==> config.mk <==
export PLATFORM = sky130hd
export DESIGN_NAME = bca_finish
export DESIGN_NICKNAME = d
export VERILOG_FILES = /design/src/hw/rtl/assert_macros.svh /design/src/hw/rtl/bca_pkg.sv /design/src/hw/rtl/bca_finish.sv
export SDC_FILE = /design/constraint.sdc
export NUM_CORES = 1
export LEC_CHECK = 0
export BUFFER_PORTS_ARGS = -buffer_cell sky130_fd_sc_hd__buf_4
export CORE_ASPECT_RATIO = 0.6
export CORE_UTILIZATION = 39
export DETAILED_ROUTE_END_ITERATION = 8
export GPL_TIMING_DRIVEN = 0
export MAX_ROUTING_LAYER = met4
export PLACE_DENSITY = 0.53
export SETUP_SLACK_MARGIN = 0.1
export SYNTH_ARGS = -nofsm -noshare
export SYNTH_HDL_FRONTEND = slang
export SYNTH_SLANG_ARGS = --single-unit
==> constraint.sdc <==
create_clock -name vclk -period 11.5
set_input_delay 0.575 -clock vclk [all_inputs]
set_output_delay 0.575 -clock vclk [all_outputs]
set_load 0.03 [all_outputs]
==> src/hw/rtl/assert_macros.svh <==
// ----------------------------------------------------------------------------
// Assertion macros
// Shared concurrent assertion forms, clocked on clk and disabled in rst.
// ----------------------------------------------------------------------------
`ifndef ASSERT_MACROS_SVH
`define ASSERT_MACROS_SVH

// same-cycle implication
`define BCA_ASSERT_IMPL(lbl, ante, cons, msg) \
  lbl: assert property (@(posedge clk) disable iff (rst) (ante) |-> (cons)) \
    else $error(msg);

// next-cycle implication
`define BCA_ASSERT_NEXT(lbl, ante, cons, msg) \
  lbl: assert property (@(posedge clk) disable iff (rst) (ante) |=> (cons)) \
    else $error(msg);

`endif

==> src/hw/rtl/bca_pkg.sv <==
// ----------------------------------------------------------------------------
// bca_pkg
// Operation, status and bound-register codes and the per-stage control word.
// ----------------------------------------------------------------------------
package bca_pkg;

  localparam int DATA_WIDTH_DEF = 32;

  localparam logic [2:0] K_ADD = 3'd0;
  localparam logic [2:0] K_SUB = 3'd1;
  localparam logic [2:0] K_MUL = 3'd2;
  localparam logic [2:0] K_DIV = 3'd3;
  localparam logic [2:0] K_REM = 3'd4;
  localparam logic [2:0] K_RNG = 3'd5;

  localparam logic [1:0] ST_OK   = 2'd0;
  localparam logic [1:0] ST_OVF  = 2'd1;
  localparam logic [1:0] ST_DIVZ = 2'd2;
  localparam logic [1:0] ST_RSVD = 2'd3;

  localparam logic [1:0] REG_BOUND_LOW  = 2'd0;
  localparam logic [1:0] REG_BOUND_HIGH = 2'd1;

  typedef struct packed {
    logic       valid;
    logic [2:0] kind;
    logic       l_neg;
    logic       l_zero;
    logic       r_neg;
    logic       r_zero;
    logic       r_m1;
  } ctl_t;

endpackage

==> src/hw/rtl/bca_finish.sv <==
// ----------------------------------------------------------------------------
// bca_finish
// Sign correction, bound tests and result selection at the end of the chain.
// ----------------------------------------------------------------------------
module bca_finish import bca_pkg::*; #(
  parameter int W = DATA_WIDTH_DEF
) (
  input  ctl_t           ctl,
  input  logic [W-1:0]   l,
  input  logic [W-1:0]   r,
  input  logic [W-1:0]   quo,
  input  logic [W-1:0]   rem,
  input  logic [2*W-1:0] acc,
  input  logic [W-1:0]   bound_low,
  input  logic [W-1:0]   bound_high,
  output logic [W-1:0]   result_value,
  output logic [1:0]     status
);

  localparam int E = 2 * W + 2;

  logic signed [E-1:0] le, re, loe, hie, pe, se, de, acce;
  logic                r_pos, l_pos, lo_nonneg, hi_nonpos;
  logic                add_ov, sub_ov, mul_ov;
  logic [W-1:0]        q_s, rem_s;

  always_comb begin
    le        = {{(E-W){l[W-1]}}, l};
    re        = {{(E-W){r[W-1]}}, r};
    loe       = {{(E-W){bound_low[W-1]}}, bound_low};
    hie       = {{(E-W){bound_high[W-1]}}, bound_high};
    acce      = {2'b00, acc};
    pe        = (ctl.l_neg ^ ctl.r_neg) ? -acce : acce;
    se        = le + re;
    de        = le - re;
    r_pos     = !ctl.r_neg && !ctl.r_zero;
    l_pos     = !ctl.l_neg && !ctl.l_zero;
    lo_nonneg = !bound_low[W-1];
    hi_nonpos = bound_high[W-1] || (bound_high == '0);
    add_ov    = (r_pos && (se > hie)) || (ctl.r_neg && (se < loe));
    sub_ov    = (ctl.r_neg && (de > hie)) || (r_pos && (de < loe));
    mul_ov    = !ctl.l_zero && !ctl.r_zero && (
                  (l_pos && r_pos && (pe > hie)) ||
                  (l_pos && ctl.r_neg && (lo_nonneg ? (pe + le <= loe) : (pe < loe))) ||
                  (r_pos && (lo_nonneg ? (pe + re <= loe) : (pe < loe))) ||
                  (ctl.r_neg && (hi_nonpos ? (pe + re >= hie) : (pe > hie))));
    q_s       = (ctl.l_neg ^ ctl.r_neg) ? -quo : quo;
    rem_s     = ctl.l_neg ? -rem : rem;

    result_value = l;
    status       = ST_OK;
    case (ctl.kind)
      K_ADD: begin
        if (add_ov) status = ST_OVF;
        else        result_value = se[W-1:0];
      end
      K_SUB: begin
        if (sub_ov) status = ST_OVF;
        else        result_value = de[W-1:0];
      end
      K_MUL: begin
        if (mul_ov) status = ST_OVF;
        else        result_value = pe[W-1:0];
      end
      K_DIV: begin
        if (ctl.r_zero)                     status = ST_DIVZ;
        else if (l == bound_low && ctl.r_m1) status = ST_OVF;
        else                                 result_value = q_s;
      end
      K_REM: begin
        if (ctl.r_zero) status = ST_DIVZ;
        else            result_value = rem_s;
      end
      K_RNG: begin
        status = ((le >= loe) && (le <= hie)) ? ST_OK : ST_OVF;
      end
      default: begin
        status = ST_OVF;
      end
    endcase
  end

endmodule

==> results.md <==
- The region available for standard cell placement spans 68200 um2.
- Of all cell types, the one taking the most synthesized area is ha_1.
- The sequential cell count is 0.
- The global placer's final weighted congestion is 1.06.
- The area taken by flip-flops and latches is 0 um2.
- Static timing analysis puts the maximum clock frequency at 89.3 MHz.
- The post-detailed-placement half-perimeter wirelength is 118000 um.
- The first TritonRoute pass finished after 6 iterations.
- The total cell area at the placement stage is 30400 um2.
- Pin placement for this block handled 299 I/O pins.
- The height of the die is 206 um.
- The number of distinct standard cells referenced by the synthesized netlist is 100.
- The net count of the finished layout is 5029.
- Measured against the total synthesized area, the mux share comes to 0.682%.
- The total overflow left after global routing is 0.
- After synthesis, the largest family of logic cells by area is adder cells.
- The via count of the routed design is 31800.
- The final design area excluding fillers is 30900 um2.
- The most repeated library cell on the critical path is clkbuf_4.
- In this run the mean area of a mapped cell was 7.22 um2.
- Data arrives at the worst endpoint at 10.63 ns.
- Across every metal layer, demand over resource in global routing totals 38.0%.
- The fraction of final layout cells with drive strength greater than 1 is 10.9%.
- The synthesized instance count is 3737.
- The most frequently used cell type in the post-synthesis netlist is ha_1.
- The initial utilization of the core area, before any placement, comes to 39.5%.
- Ranked by instance count, the synthesized netlist is headed by ha_1 (721), a21oi_1 (438), nor2_1 (273).
- The flow ran to the end, but the final reports show violations.
- The number of nets handed over by synthesis was 4727.
- The area of the die is 70300 um2.
- The clock period could shrink to 11.20 ns.
- The die is 342 um wide.
- For this block, the routed nets add up to 136000 um of wire.
- The adder and majority cell fraction of the synthesized area is 33.7%.
- The hold violation total from the final report came to 0.
- The synthesized design devotes to its leading area cell type 33.4% of total area.
- The final reports fail on capacitance limit, slew limit.
- In this run, the number of DRC markers left after iteration 0 of detailed routing was 4253.
- At the pin with the least slew margin, the transition time is 1.53 ns.
- The xor/xnor share of the synthesized area is 9.80%.
- The peak fanout along the critical path is 10.
- After routing, the total negative slack on setup checks comes to 0 ns.
- The netlist area before placement is 27000 um2.
- Sequential cells were found to cover 0% of the synthesized design area.
- The Yosys step of the flow raised 0 warnings.
- In the final routed layout, each cell accounts on average for 27.4 um.
- Entering global routing, the biggest net connects 58 pins.
- The filler cells instantiated in the layout total 7113.
- The detail route stage leaves a number of antenna-violating nets equal to 0.
- STA classifies the critical path startpoint as an input port.
- STA puts the critical path data required time at 10.93 ns.
- The number of hold buffers added after cts is 0.
- The wire length of the first global-routing pass is 192000 um.
- Setup repair after global routing could not meet its margin everywhere.
- The worst setup path is captured at an output port.
- The number of antenna violations at the first check in global routing was 4.
- The layout has 0 clock buffers.
- The number of global-route vias before repair is 27500.
- The longest individual stage delay on the worst path is 0.87 ns.
- Among all stages on the critical path, the largest delay is contributed by a211oi_1.
- The simple logic cell fraction of the synthesized area is 20.1%.
- The per-cell via count in the routed design is 6.42.
- Buffers placed on the I/O ports in this run total 293.
- The final number of setup-violating endpoints is 0.
- The initialized floorplan defines 74 standard-cell rows.
- The path class of the tightest hold or removal check is in -> out.
- The count of pins over their slew limit is 2.
- From synthesis to final layout, the design area changed by 14.5%.
- The final core utilization is 45.3%.
- The synthesized netlist devotes 31.1% of its cell area to compound gates.
- After synthesis, the cell types taking the most area are ha_1 (33%), a21oi_1 (8.1%), xnor2_1 (6.3%).
- For this run, design rule violations remaining after detail routing come to 0.
- Max-cap violations in this run came to 1.
- In this run the tightest slew margin relative to its limit is -4.51%.
- The worst hold slack across all endpoints is 1.66 ns.
- The critical path is of the in -> out type.
- Of the available clock period, the critical path in the final layout requires 97.4%.
==> cell type report <==
type | count | area, um2 | share of cell area [%]
timing repair buffer | 301 | 2300 | 7.46
antenna | 2 | 5.00 | 0.0162
multi-input combinational | 3410 | 26200 | 84.8
inverter | 201 | 759 | 2.46
buffer | 125 | 498 | 1.61
tap | 912 | 1140 | 3.69
==> metrics by stage <==
| stage | instances | worst slack (ns) |
|---|---|---|
| floorplan | 3737 | 2.56 |
| global placement | 4942 | -2.88 |
| detailed placement | 4945 | -2.81 |
| CTS | 4948 | 0.0897 |
| global route | 4950 | 0.0800 |
| finish | 4951 | 0.298 |
==> path summary, 6_finish.rpt <==
kind	start	endpoint	slack [ns]	cells past startpoint
worst max-delay path	ctl[4]	result_value[28]	0.30	32
worst min-delay path	l[24]	result_value[24]	1.66	4
==> layer usage <==
layer  part of all wire [%]  vias up  global-route usage [%]
met4                    1.4        0                    4.04
met2                     33     1958                    43.8
met1                     51    14900                    61.1
met5                      0        -                       -
met3                     15      113                    12.0
li1                       -    14800                       -
==> cell usage in the layout (no fill, tap or decap), types with 11 or more instances in the layout <==
master | Yosys | layout
o41ai_1 | 14 | 13
and2_1 | 14 | 14
o21a_1 | 31 | 31
o22ai_1 | 12 | 12
nor2b_1 | 43 | 43
xnor2_2 | 1 | 22
xnor2_1 | 194 | 173
o21bai_1 | 41 | 41
a41oi_1 | 11 | 11
or3_1 | 33 | 33
buf_4 | 0 | 298
nand4_1 | 122 | 122
ha_1 | 721 | 721
a221oi_1 | 42 | 40
nor4_1 | 40 | 40
and3_1 | 24 | 24
xor2_1 | 106 | 95
nand3_1 | 80 | 79
a21oi_1 | 438 | 437
o31ai_1 | 45 | 42
nor3_1 | 75 | 72
nor2_1 | 273 | 272
a31oi_1 | 28 | 24
o211ai_1 | 31 | 31
nand2_1 | 249 | 249
a211oi_1 | 39 | 37
and4_1 | 11 | 11
inv_1 | 200 | 198
a211o_1 | 14 | 14
buf_2 | 11 | 11
clkbuf_1 | 108 | 101
o21ai_0 | 217 | 215
a221o_1 | 29 | 29
or2_2 | 17 | 17
nand2b_1 | 35 | 35
mux2i_1 | 15 | 15
a21o_1 | 171 | 171
==> cell families after synthesis <==
group | Yosys count
simple gates | 1073
buf+inv | 327
compound gates | 1293
fa+ha+maj | 725
xor+xnor | 301
mux | 18
==> repair_timing <==
action                                  in CTS  in global routing
cloned                                       0                  0
endpoints found under the setup margin      33                 33
pin swaps                                    2                  1
resized for setup                           42                 36
setup buffers                                4                  1
==> worst max-delay path, delay by kind of cell <==
family,cells,cell delay [ns]
muxes,1,0.23
xor gates and xnor gates,3,0.99
adders and majority gates,2,0.72
buffers and inverters,6,1.93
AOI/OAI and AO/OA,15,4.66
and+or+nand+nor,5,1.43
