`src/hw/rtl/assert_macros.svh`:
```
// ----------------------------------------------------------------------------
// Assertion macros
// Shared concurrent assertion forms, clocked on clk and disabled in rst.
// ----------------------------------------------------------------------------
`ifndef ASSERT_MACROS_SVH
`define ASSERT_MACROS_SVH

// same-cycle implication
`define BCA_ASSERT_IMPL(lbl, ante, cons, msg) \
  lbl: assert property (@(posedge clk) disable iff (rst) (ante) |-> (cons)) \
    else $error(msg);

// next-cycle implication
`define BCA_ASSERT_NEXT(lbl, ante, cons, msg) \
  lbl: assert property (@(posedge clk) disable iff (rst) (ante) |=> (cons)) \
    else $error(msg);

`endif

```
`src/hw/rtl/bca_pkg.sv`:
```
// ----------------------------------------------------------------------------
// bca_pkg
// Operation, status and bound-register codes and the per-stage control word.
// ----------------------------------------------------------------------------
package bca_pkg;

  localparam int DATA_WIDTH_DEF = 32;

  localparam logic [2:0] K_ADD = 3'd0;
  localparam logic [2:0] K_SUB = 3'd1;
  localparam logic [2:0] K_MUL = 3'd2;
  localparam logic [2:0] K_DIV = 3'd3;
  localparam logic [2:0] K_REM = 3'd4;
  localparam logic [2:0] K_RNG = 3'd5;

  localparam logic [1:0] ST_OK   = 2'd0;
  localparam logic [1:0] ST_OVF  = 2'd1;
  localparam logic [1:0] ST_DIVZ = 2'd2;
  localparam logic [1:0] ST_RSVD = 2'd3;

  localparam logic [1:0] REG_BOUND_LOW  = 2'd0;
  localparam logic [1:0] REG_BOUND_HIGH = 2'd1;

  typedef struct packed {
    logic       valid;
    logic [2:0] kind;
    logic       l_neg;
    logic       l_zero;
    logic       r_neg;
    logic       r_zero;
    logic       r_m1;
  } ctl_t;

endpackage

```
`src/hw/rtl/bca_cell.sv`:
```
// ----------------------------------------------------------------------------
// bca_cell
// One stage of the chain: one restoring divide step and one shift-add
// multiply step on magnitudes, registered toward the next cell.
// ----------------------------------------------------------------------------
module bca_cell import bca_pkg::*; #(
  parameter int W = DATA_WIDTH_DEF
) (
  input  logic           clk,
  input  logic           rst,
  input  logic           en,
  input  ctl_t           up_ctl,
  input  logic [W-1:0]   up_l,
  input  logic [W-1:0]   up_r,
  input  logic [W-1:0]   up_dvd,
  input  logic [W-1:0]   up_rem,
  input  logic [W-1:0]   up_quo,
  input  logic [W-1:0]   up_mpl,
  input  logic [W-1:0]   up_mcd,
  input  logic [2*W-1:0] up_acc,
  output ctl_t           dn_ctl,
  output logic [W-1:0]   dn_l,
  output logic [W-1:0]   dn_r,
  output logic [W-1:0]   dn_dvd,
  output logic [W-1:0]   dn_rem,
  output logic [W-1:0]   dn_quo,
  output logic [W-1:0]   dn_mpl,
  output logic [W-1:0]   dn_mcd,
  output logic [2*W-1:0] dn_acc
);

  logic [W:0]     trial;
  logic [W:0]     diff;
  logic           take;
  logic [W-1:0]   rem_next;
  logic [W:0]     sum;
  logic [2*W-1:0] acc_next;

  always_comb begin
    trial    = {up_rem, up_dvd[W-1]};
    diff     = trial - {1'b0, up_mcd};
    take     = !diff[W];
    rem_next = take ? diff[W-1:0] : trial[W-1:0];
    sum      = {1'b0, up_acc[2*W-1:W]} + (up_mpl[0] ? {1'b0, up_mcd} : '0);
    acc_next = {sum, up_acc[W-1:1]};
  end

  always_ff @(posedge clk) begin
    if (rst) begin
      dn_ctl.valid <= 1'b0;
    end else if (en) begin
      dn_ctl.valid <= up_ctl.valid;
    end
    if (en) begin
      dn_ctl.kind   <= up_ctl.kind;
      dn_ctl.l_neg  <= up_ctl.l_neg;
      dn_ctl.l_zero <= up_ctl.l_zero;
      dn_ctl.r_neg  <= up_ctl.r_neg;
      dn_ctl.r_zero <= up_ctl.r_zero;
      dn_ctl.r_m1   <= up_ctl.r_m1;
      dn_l          <= up_l;
      dn_r          <= up_r;
      dn_dvd        <= {up_dvd[W-2:0], 1'b0};
      dn_rem        <= rem_next;
      dn_quo        <= {up_quo[W-2:0], take};
      dn_mpl        <= {1'b0, up_mpl[W-1:1]};
      dn_mcd        <= up_mcd;
      dn_acc        <= acc_next;
    end
  end

endmodule

```
`config.mk`:
```
export PLATFORM = sky130hd
export DESIGN_NAME = bca_cell
export DESIGN_NICKNAME = d
export VERILOG_FILES = /design/src/hw/rtl/assert_macros.svh /design/src/hw/rtl/bca_pkg.sv /design/src/hw/rtl/bca_cell.sv
export SDC_FILE = /design/constraint.sdc
export NUM_CORES = 1
export LEC_CHECK = 0
export BUFFER_PORTS_ARGS = -buffer_cell sky130_fd_sc_hd__clkbuf_2
export CORE_AREA = 3 3 228 230
export CTS_BUF_LIST = sky130_fd_sc_hd__clkbuf_2 sky130_fd_sc_hd__clkbuf_4 sky130_fd_sc_hd__clkbuf_8
export CTS_CLUSTER_SIZE = 12
export DETAILED_ROUTE_END_ITERATION = 8
export DIE_AREA = 0 0 231 233
export PLACE_DENSITY = 0.59
export SYNTH_ARGS = -nofsm -noshare
export SYNTH_HDL_FRONTEND = slang
export SYNTH_SLANG_ARGS = --single-unit
```
`constraint.sdc`:
```
create_clock -name clk -period 9.6 [get_ports clk]
set_clock_uncertainty 0.1 [all_clocks]
set_input_delay 1.92 -clock clk [delete_from_list [all_inputs] [get_ports clk]]
set_output_delay 1.92 -clock clk [all_outputs]
set_load 0.02 [all_outputs]
```
==> results.cfg, run 1 <==
[outcome]
outcome = completed

[hold_path]
min_to = dn_ctl[8]
min_path_cells = 2
hold_class = reg2reg
hp-start = dn_ctl[8]

[drt]
wl_met2_um = 23200
drt-wirelength-per-cell_um = 21.0
drt_first_pass_iters = 5
route.vias.total = 9265
first_iter_violations = 437
wirelength_um = 45600
post-route-drc-count = 0
via_per_inst = 4.26
wl_met1_um = 17100
met3_wirelength_um = 3690
top_layer_used = met5
drt.antenna.violating_nets = 0

[critical_path]
endpoint_kind = flip-flop
crit_path_top_delay_cell = buf_4
path_buf_inv = 3
worstPathRequired_ps = 9860
critPathMaxFanout = 39
reg2reg_depth = 2
r2r-end = dn_ctl[8]
r2r_start = dn_ctl[8]
crit_type = in2reg
path_cells = clkbuf_2 > inv_1 > ha_1 > a21o_1 > a21o_1 > nor4_2 > o2111ai_2 > a41oi_2 > o211ai_2 > xor2_4 > buf_4 > mux2_4
critPathMaxStageDelay_ps = 520
crit_family = compound AO/OA/AOI/OAI gates
path_common_cell = a21o_1
r2r_setup_slack_ps = 8920
startpoint_type = primary input
cp.arrival_ps = 5160

[synthesis]
synth_top_area_share_pct = 69.2
ys_types = 62
syn_avg_cell_area_sq_um = 15.7
ys_ff_latch = 295
async_reset_ff_share_pct = 0
synth_common_cells = 294 x edfxtp_1, 64 x ha_1, 52 x a21oi_1, 41 x inv_1, 40 x nor2_1
synth_seq_area_share_pct = 69.4
yosysMostFrequentCell = edfxtp_1
synth_edf_count = 294
synth-main-ff-cell = edfxtp_1
yosys.area.top_type = edfxtp_1
syn_inst = 813
netlist_top_cells_area = edfxtp_1 69%, ha_1 6.3%, mux2_4 2.9%, xnor2_1 2.6%, a21oi_1 2.0%
syn_area_sq_mm = 0.0127
yosys_warnings = 0

[clocking]
htreeDepth = 2
clock_sinks = 295
cts_buffers = 54
cts_tree = done
hold_buffers = 0
worstSkewPairLatency_ps = 620
cts_root_buffer = clkbuf_8
cts_setup_buffers = 0
cts_resized = 0
cts.reportedPaths.clkPinSlew_ps = 60
cts_buffer_depth = 3

[floorplanning]
die_h_um = 233
pin_count = 597
dieArea_sq_mm = 0.0538
die_x_um = 231
core-area_sq_mm = 0.0501
start_util_pct = 25.5
rows = 82

[flow_run]
drv_cap = 0

[global_routing]
grt_pass1_wl_um = 62800
grt_max_degree = 126
grt_usage_pct = 16.1
antenna_found_initial = 17
overflow = 0
first_global_vias = 9430

[finish]
areaGrowthSynthToFinish_pct = 38.6
drive_above_1_share_pct = 48.7
fin_util_pct = 35.3
nNetsFinal = 1819

[sta]
finalHoldViolations = 0
fin_crit_sh_pct = 51.1
maxSlewHeadroom_pct = 38.2
setup_tns_ps = 0
worst_slew_pin_slew_ps = 927
timing.fmax_mhz = 204
setup_ws_ps = 4700
final.min_clock_period_ps = 4900
finalSetupViolCount = 0
report.final.slew_viol_count = 0
rsz0062_at_grt = false

[placement]
place_ws_ps = 4060
io_buffers = 592
hpwl_um = 37000
place_congestion = 0.796

[pwr]
cellPowerDensity_mw_per_mm2 = 202
ir_drop_v = 0.0000916
p_leak_nw = 7.96
flip-flops by register name, indices dropped and copies added, names as in the netlist:
name,cells
dn_mpl,31
dn_quo,32
dn_dvd,31
dn_r,32
dn_mcd,32
dn_ctl,9
dn_l,32
dn_acc,64
dn_rem,32
metrics by stage:
stage / area, sq um / hold WS [ps] / std cells / total power [mW]
finish: 17700 / 399 / 2174 / 3.56
global route: 17700 / 464 / 2173 / 3.74
CTS: 17700 / 405 / 2166 / 3.63
detailed placement: 16500 / 386 / 2069 / 2.33
global placement: 16500 / 396 / 2069 / 2.32
floorplan: 12800 / 479 / 814 / 2.03
worst reg2reg max path: cells and delay by family (launching register included):
kind             cells  cell delay (ps)
multiplexers         1              120
flip-flops           1              310
AND/OR/NAND/NOR      1               60
cells by family (layout without fill, tap and decap cells):
logic type | count (synthesis) | count (layout) | synth area share, %
xor gates and xnor gates | 53 | 53 | 3.70
and+or+nand+nor | 152 | 152 | 6.27
adders and majority gates | 66 | 66 | 6.59
DFF | 295 | 295 | 69.4
muxes | 27 | 27 | 3.10
buffers and inverters | 53 | 733 | 1.86
AOI/OAI and AO/OA | 166 | 166 | 9.04
other | 1 | 10 | 0.0294
final cells by class:
cell class | instances | area, sq um
Timing Repair Buffer | 595 | 3010
Antenna cell | 8 | 20.0
Fill cell | 5015 | 32400
Clock buffer | 65 | 845
Multi-Input combinational cell | 466 | 3680
Clock inverter | 32 | 280
Inverter | 41 | 154
Sequential cell | 295 | 8850
Tap cell | 672 | 841
power by group:
part	internal, mW	switching (mW)	total, mW
registers	1.57	0.0349	1.60
logic	0.259	0.434	0.693
clock network	0.717	0.549	1.27
per-layer routing:
metal  track usage, %  up-vias
li1                 -     4389
met1             18.1     4392
met2             28.0      386
met3             5.37       96
met4             6.76        2
met5                0        -
cells in the final DEF, fill, tap and decap left out, drive strengths merged, types with 3 or more instances in the layout:
master | synthesis | final
a211oi | 7 | 7
a21boi | 3 | 3
a21o | 29 | 29
a21oi | 52 | 52
a221o | 3 | 3
a31o | 3 | 3
a31oi | 10 | 10
and2 | 35 | 35
and3 | 6 | 6
buf | 6 | 4
bufinv | 0 | 5
clkbuf | 6 | 656
clkinv | 0 | 25
diode | 0 | 8
edfxtp | 294 | 294
ha | 64 | 64
inv | 41 | 43
mux2 | 25 | 25
nand2 | 25 | 25
nand2b | 9 | 9
nand3 | 10 | 10
nand4 | 4 | 4
nor2 | 40 | 40
nor2b | 7 | 7
nor3 | 5 | 5
nor4 | 3 | 3
o2111ai | 3 | 3
o211ai | 5 | 5
o21a | 7 | 7
o21ai | 28 | 28
o31ai | 4 | 4
or2 | 3 | 3
xnor2 | 38 | 38
xor2 | 15 | 15
worst max-delay path by stage:
stage	end	slack, ps	start	depth (start not counted)
after CTS	dn_rem[6]	4760	up_mcd[21]	12
after floorplan	dn_acc[61]	4870	up_mpl[0]	13
after global routing	dn_acc[61]	4600	up_mpl[0]	13
after detailed placement	dn_rem[2]	4060	up_mcd[21]	12
after global placement	dn_rem[8]	4100	up_mcd[21]	12
final	dn_rem[2]	4700	up_mcd[21]	12
(Power assumes the default switching activity.)
==> run 2, diff against run 1 <==
- clock period: 9.6 -> 4.9 ns (I/O delays scaled with it)
==> run 2 against run 1 <==
First-iteration DRC count decreased by 3.0%. Via count is 1.0% higher. Routed wire length is 1.1% higher. Clock-buffer cell count up 5. Worst hold slack improved by 18 ps. Largest power group unchanged. Clock power grew 100%. Critical path depth grew 1. Cell count up 0.37%. Highest routed layer is now met4. Sequential share of layout area decreased by 0.31 points. Non-clock buffer count up 4. Worst setup slack got worse by 3500 ps. Critical path type unchanged. Die area stayed put.
==> results.cfg, run 2 (synthesized netlist as in run 1, its figures left out) <==
[sta]
setup_tns_ps = 0
timing.fmax_mhz = 271
worst_slew_pin_slew_ps = 963
rsz0062_at_grt = false
report.final.slew_viol_count = 0
maxSlewHeadroom_pct = 35.8
finalSetupViolCount = 0
fin_crit_sh_pct = 75.4
final.min_clock_period_ps = 3690
finalHoldViolations = 0

[outcome]
outcome = completed

[drt]
first_iter_violations = 424
drt.antenna.violating_nets = 0
route.vias.total = 9360
drt_first_pass_iters = 5
via_per_inst = 4.29
post-route-drc-count = 0
drt-wirelength-per-cell_um = 21.1
wirelength_um = 46100

[pwr]
power_mw = 7.09
p_leak_nw = 8.01
ir_drop_v = 0.000178
cellPowerDensity_mw_per_mm2 = 399

[finish]
fin_area_sq_mm = 0.0178
final_cell_mix = 591 x clkbuf_2, 294 x edfxtp_1, 64 x ha_1, 57 x clkbuf_8, 52 x a21oi_1
fillerInstances = 5019
nNetsFinal = 1825
largest_reg_flops = 64
drive_above_1_share_pct = 49.0
final_common_cell = clkbuf_2
top_register = dn_acc
areaGrowthSynthToFinish_pct = 39.5

[critical_path]
startpoint_type = primary input
crit_type = in2reg
worstPathRequired_ps = 5180
critPathMaxFanout = 24
setup.worst_path.start = up_mpl[0]
cp.arrival_ps = 3970
endpoint_kind = flip-flop
r2r_start = dn_ctl[8]

[clocking]
cts.reportedPaths.clkPinSlew_ps = 60
hold_buffers = 0
cts_buffers = 56
clock_sinks = 295
cts_resized = 0
cts_buffer_depth = 3
cts_root_buffer = clkbuf_8
worstSkewPairLatency_ps = 630
cts_tree = done
htreeDepth = 2
cts_setup_buffers = 0

[placement]
place_congestion = 0.817
hpwl_um = 37600
placedInstanceArea_sq_mm = 0.0166
io_buffers = 592

[global_routing]
grt_pass1_wl_um = 63600
antenna_found_initial = 18
grt_usage_pct = 16.3
overflow = 0
first_global_vias = 9542
grt_max_degree = 112

[floorplanning]
rows = 82
die_h_um = 233
pin_count = 597
dieArea_sq_mm = 0.0538
start_util_pct = 25.5
core-area_sq_mm = 0.0501
die_x_um = 231

[hold_path]
hold_class = in2reg
hp-start = rst

[flow_run]
drv_cap = 0
## run 2: through the flow
| stage | worst slack (ps) | hold slack (ps) | util, % | instances |
|---|---|---|---|---|
| 2_1_floorplan | 1110 | 479 | - | 814 |
| 3_3_place_gp | 583 | 397 | 33.1 | 2073 |
| 3_5_place_dp | 562 | 412 | 33.1 | 2073 |
| 4_1_cts | 1240 | 340 | 35.5 | 2171 |
| 5_1_grt | 1040 | 362 | 35.5 | 2181 |
| 6_report | 1210 | 417 | 35.5 | 2182 |
## run 2: routing by layer
| layer | GRT usage [%] | vias to the layer above | wire length (um) |
|---|---|---|---|
| met5 | 0 | - | 0 |
| met4 | 7.19 | 0 | 1350 |
| met3 | 5.35 | 90 | 3600 |
| met2 | 28.8 | 376 | 24100 |
| met1 | 17.8 | 4482 | 17100 |
| li1 | - | 4412 | - |
## run 2: critical path: stages
cell and delay, ps:
clkbuf_2 140, buf_4 230, and2_1 160, ha_1 360, a21o_1 210, a21o_1 170, a21oi_1 280, nor3_1 110
o41ai_2 390, nand4_1 230, and3_1 250, a221o_1 310, xor2_1 140
## run 2: worst paths after layout
check | to | slack, ps | cells after the start
setup reg to reg | dn_ctl[8] | 4160 | 2
setup / recovery | dn_acc[62] | 1210 | 13
hold / removal | dn_ctl[8] | 420 | 2
hold reg to reg | dn_ctl[8] | 460 | 2
## run 2: power by group
group          leakage (nW)  switching, mW  internal [mW]
logic                  4.51          0.852          0.513
clock network         0.615           1.09           1.50
registers              2.89         0.0679           3.07
total                  8.01           2.01           5.08
## run 2: area by class of cell
| cell class | count | area [sq um] | share of cell area (%) |
|---|---|---|---|
| well taps | 672 | 841 | 4.73 |
| clock buffers | 70 | 882 | 4.96 |
| inverters | 41 | 154 | 0.865 |
| clock inverters | 28 | 292 | 1.64 |
| diodes | 11 | 27.5 | 0.155 |
| repair buffers | 599 | 3060 | 17.2 |
| multi-input cells | 466 | 3680 | 20.7 |
| flip-flops and latches | 295 | 8850 | 49.8 |
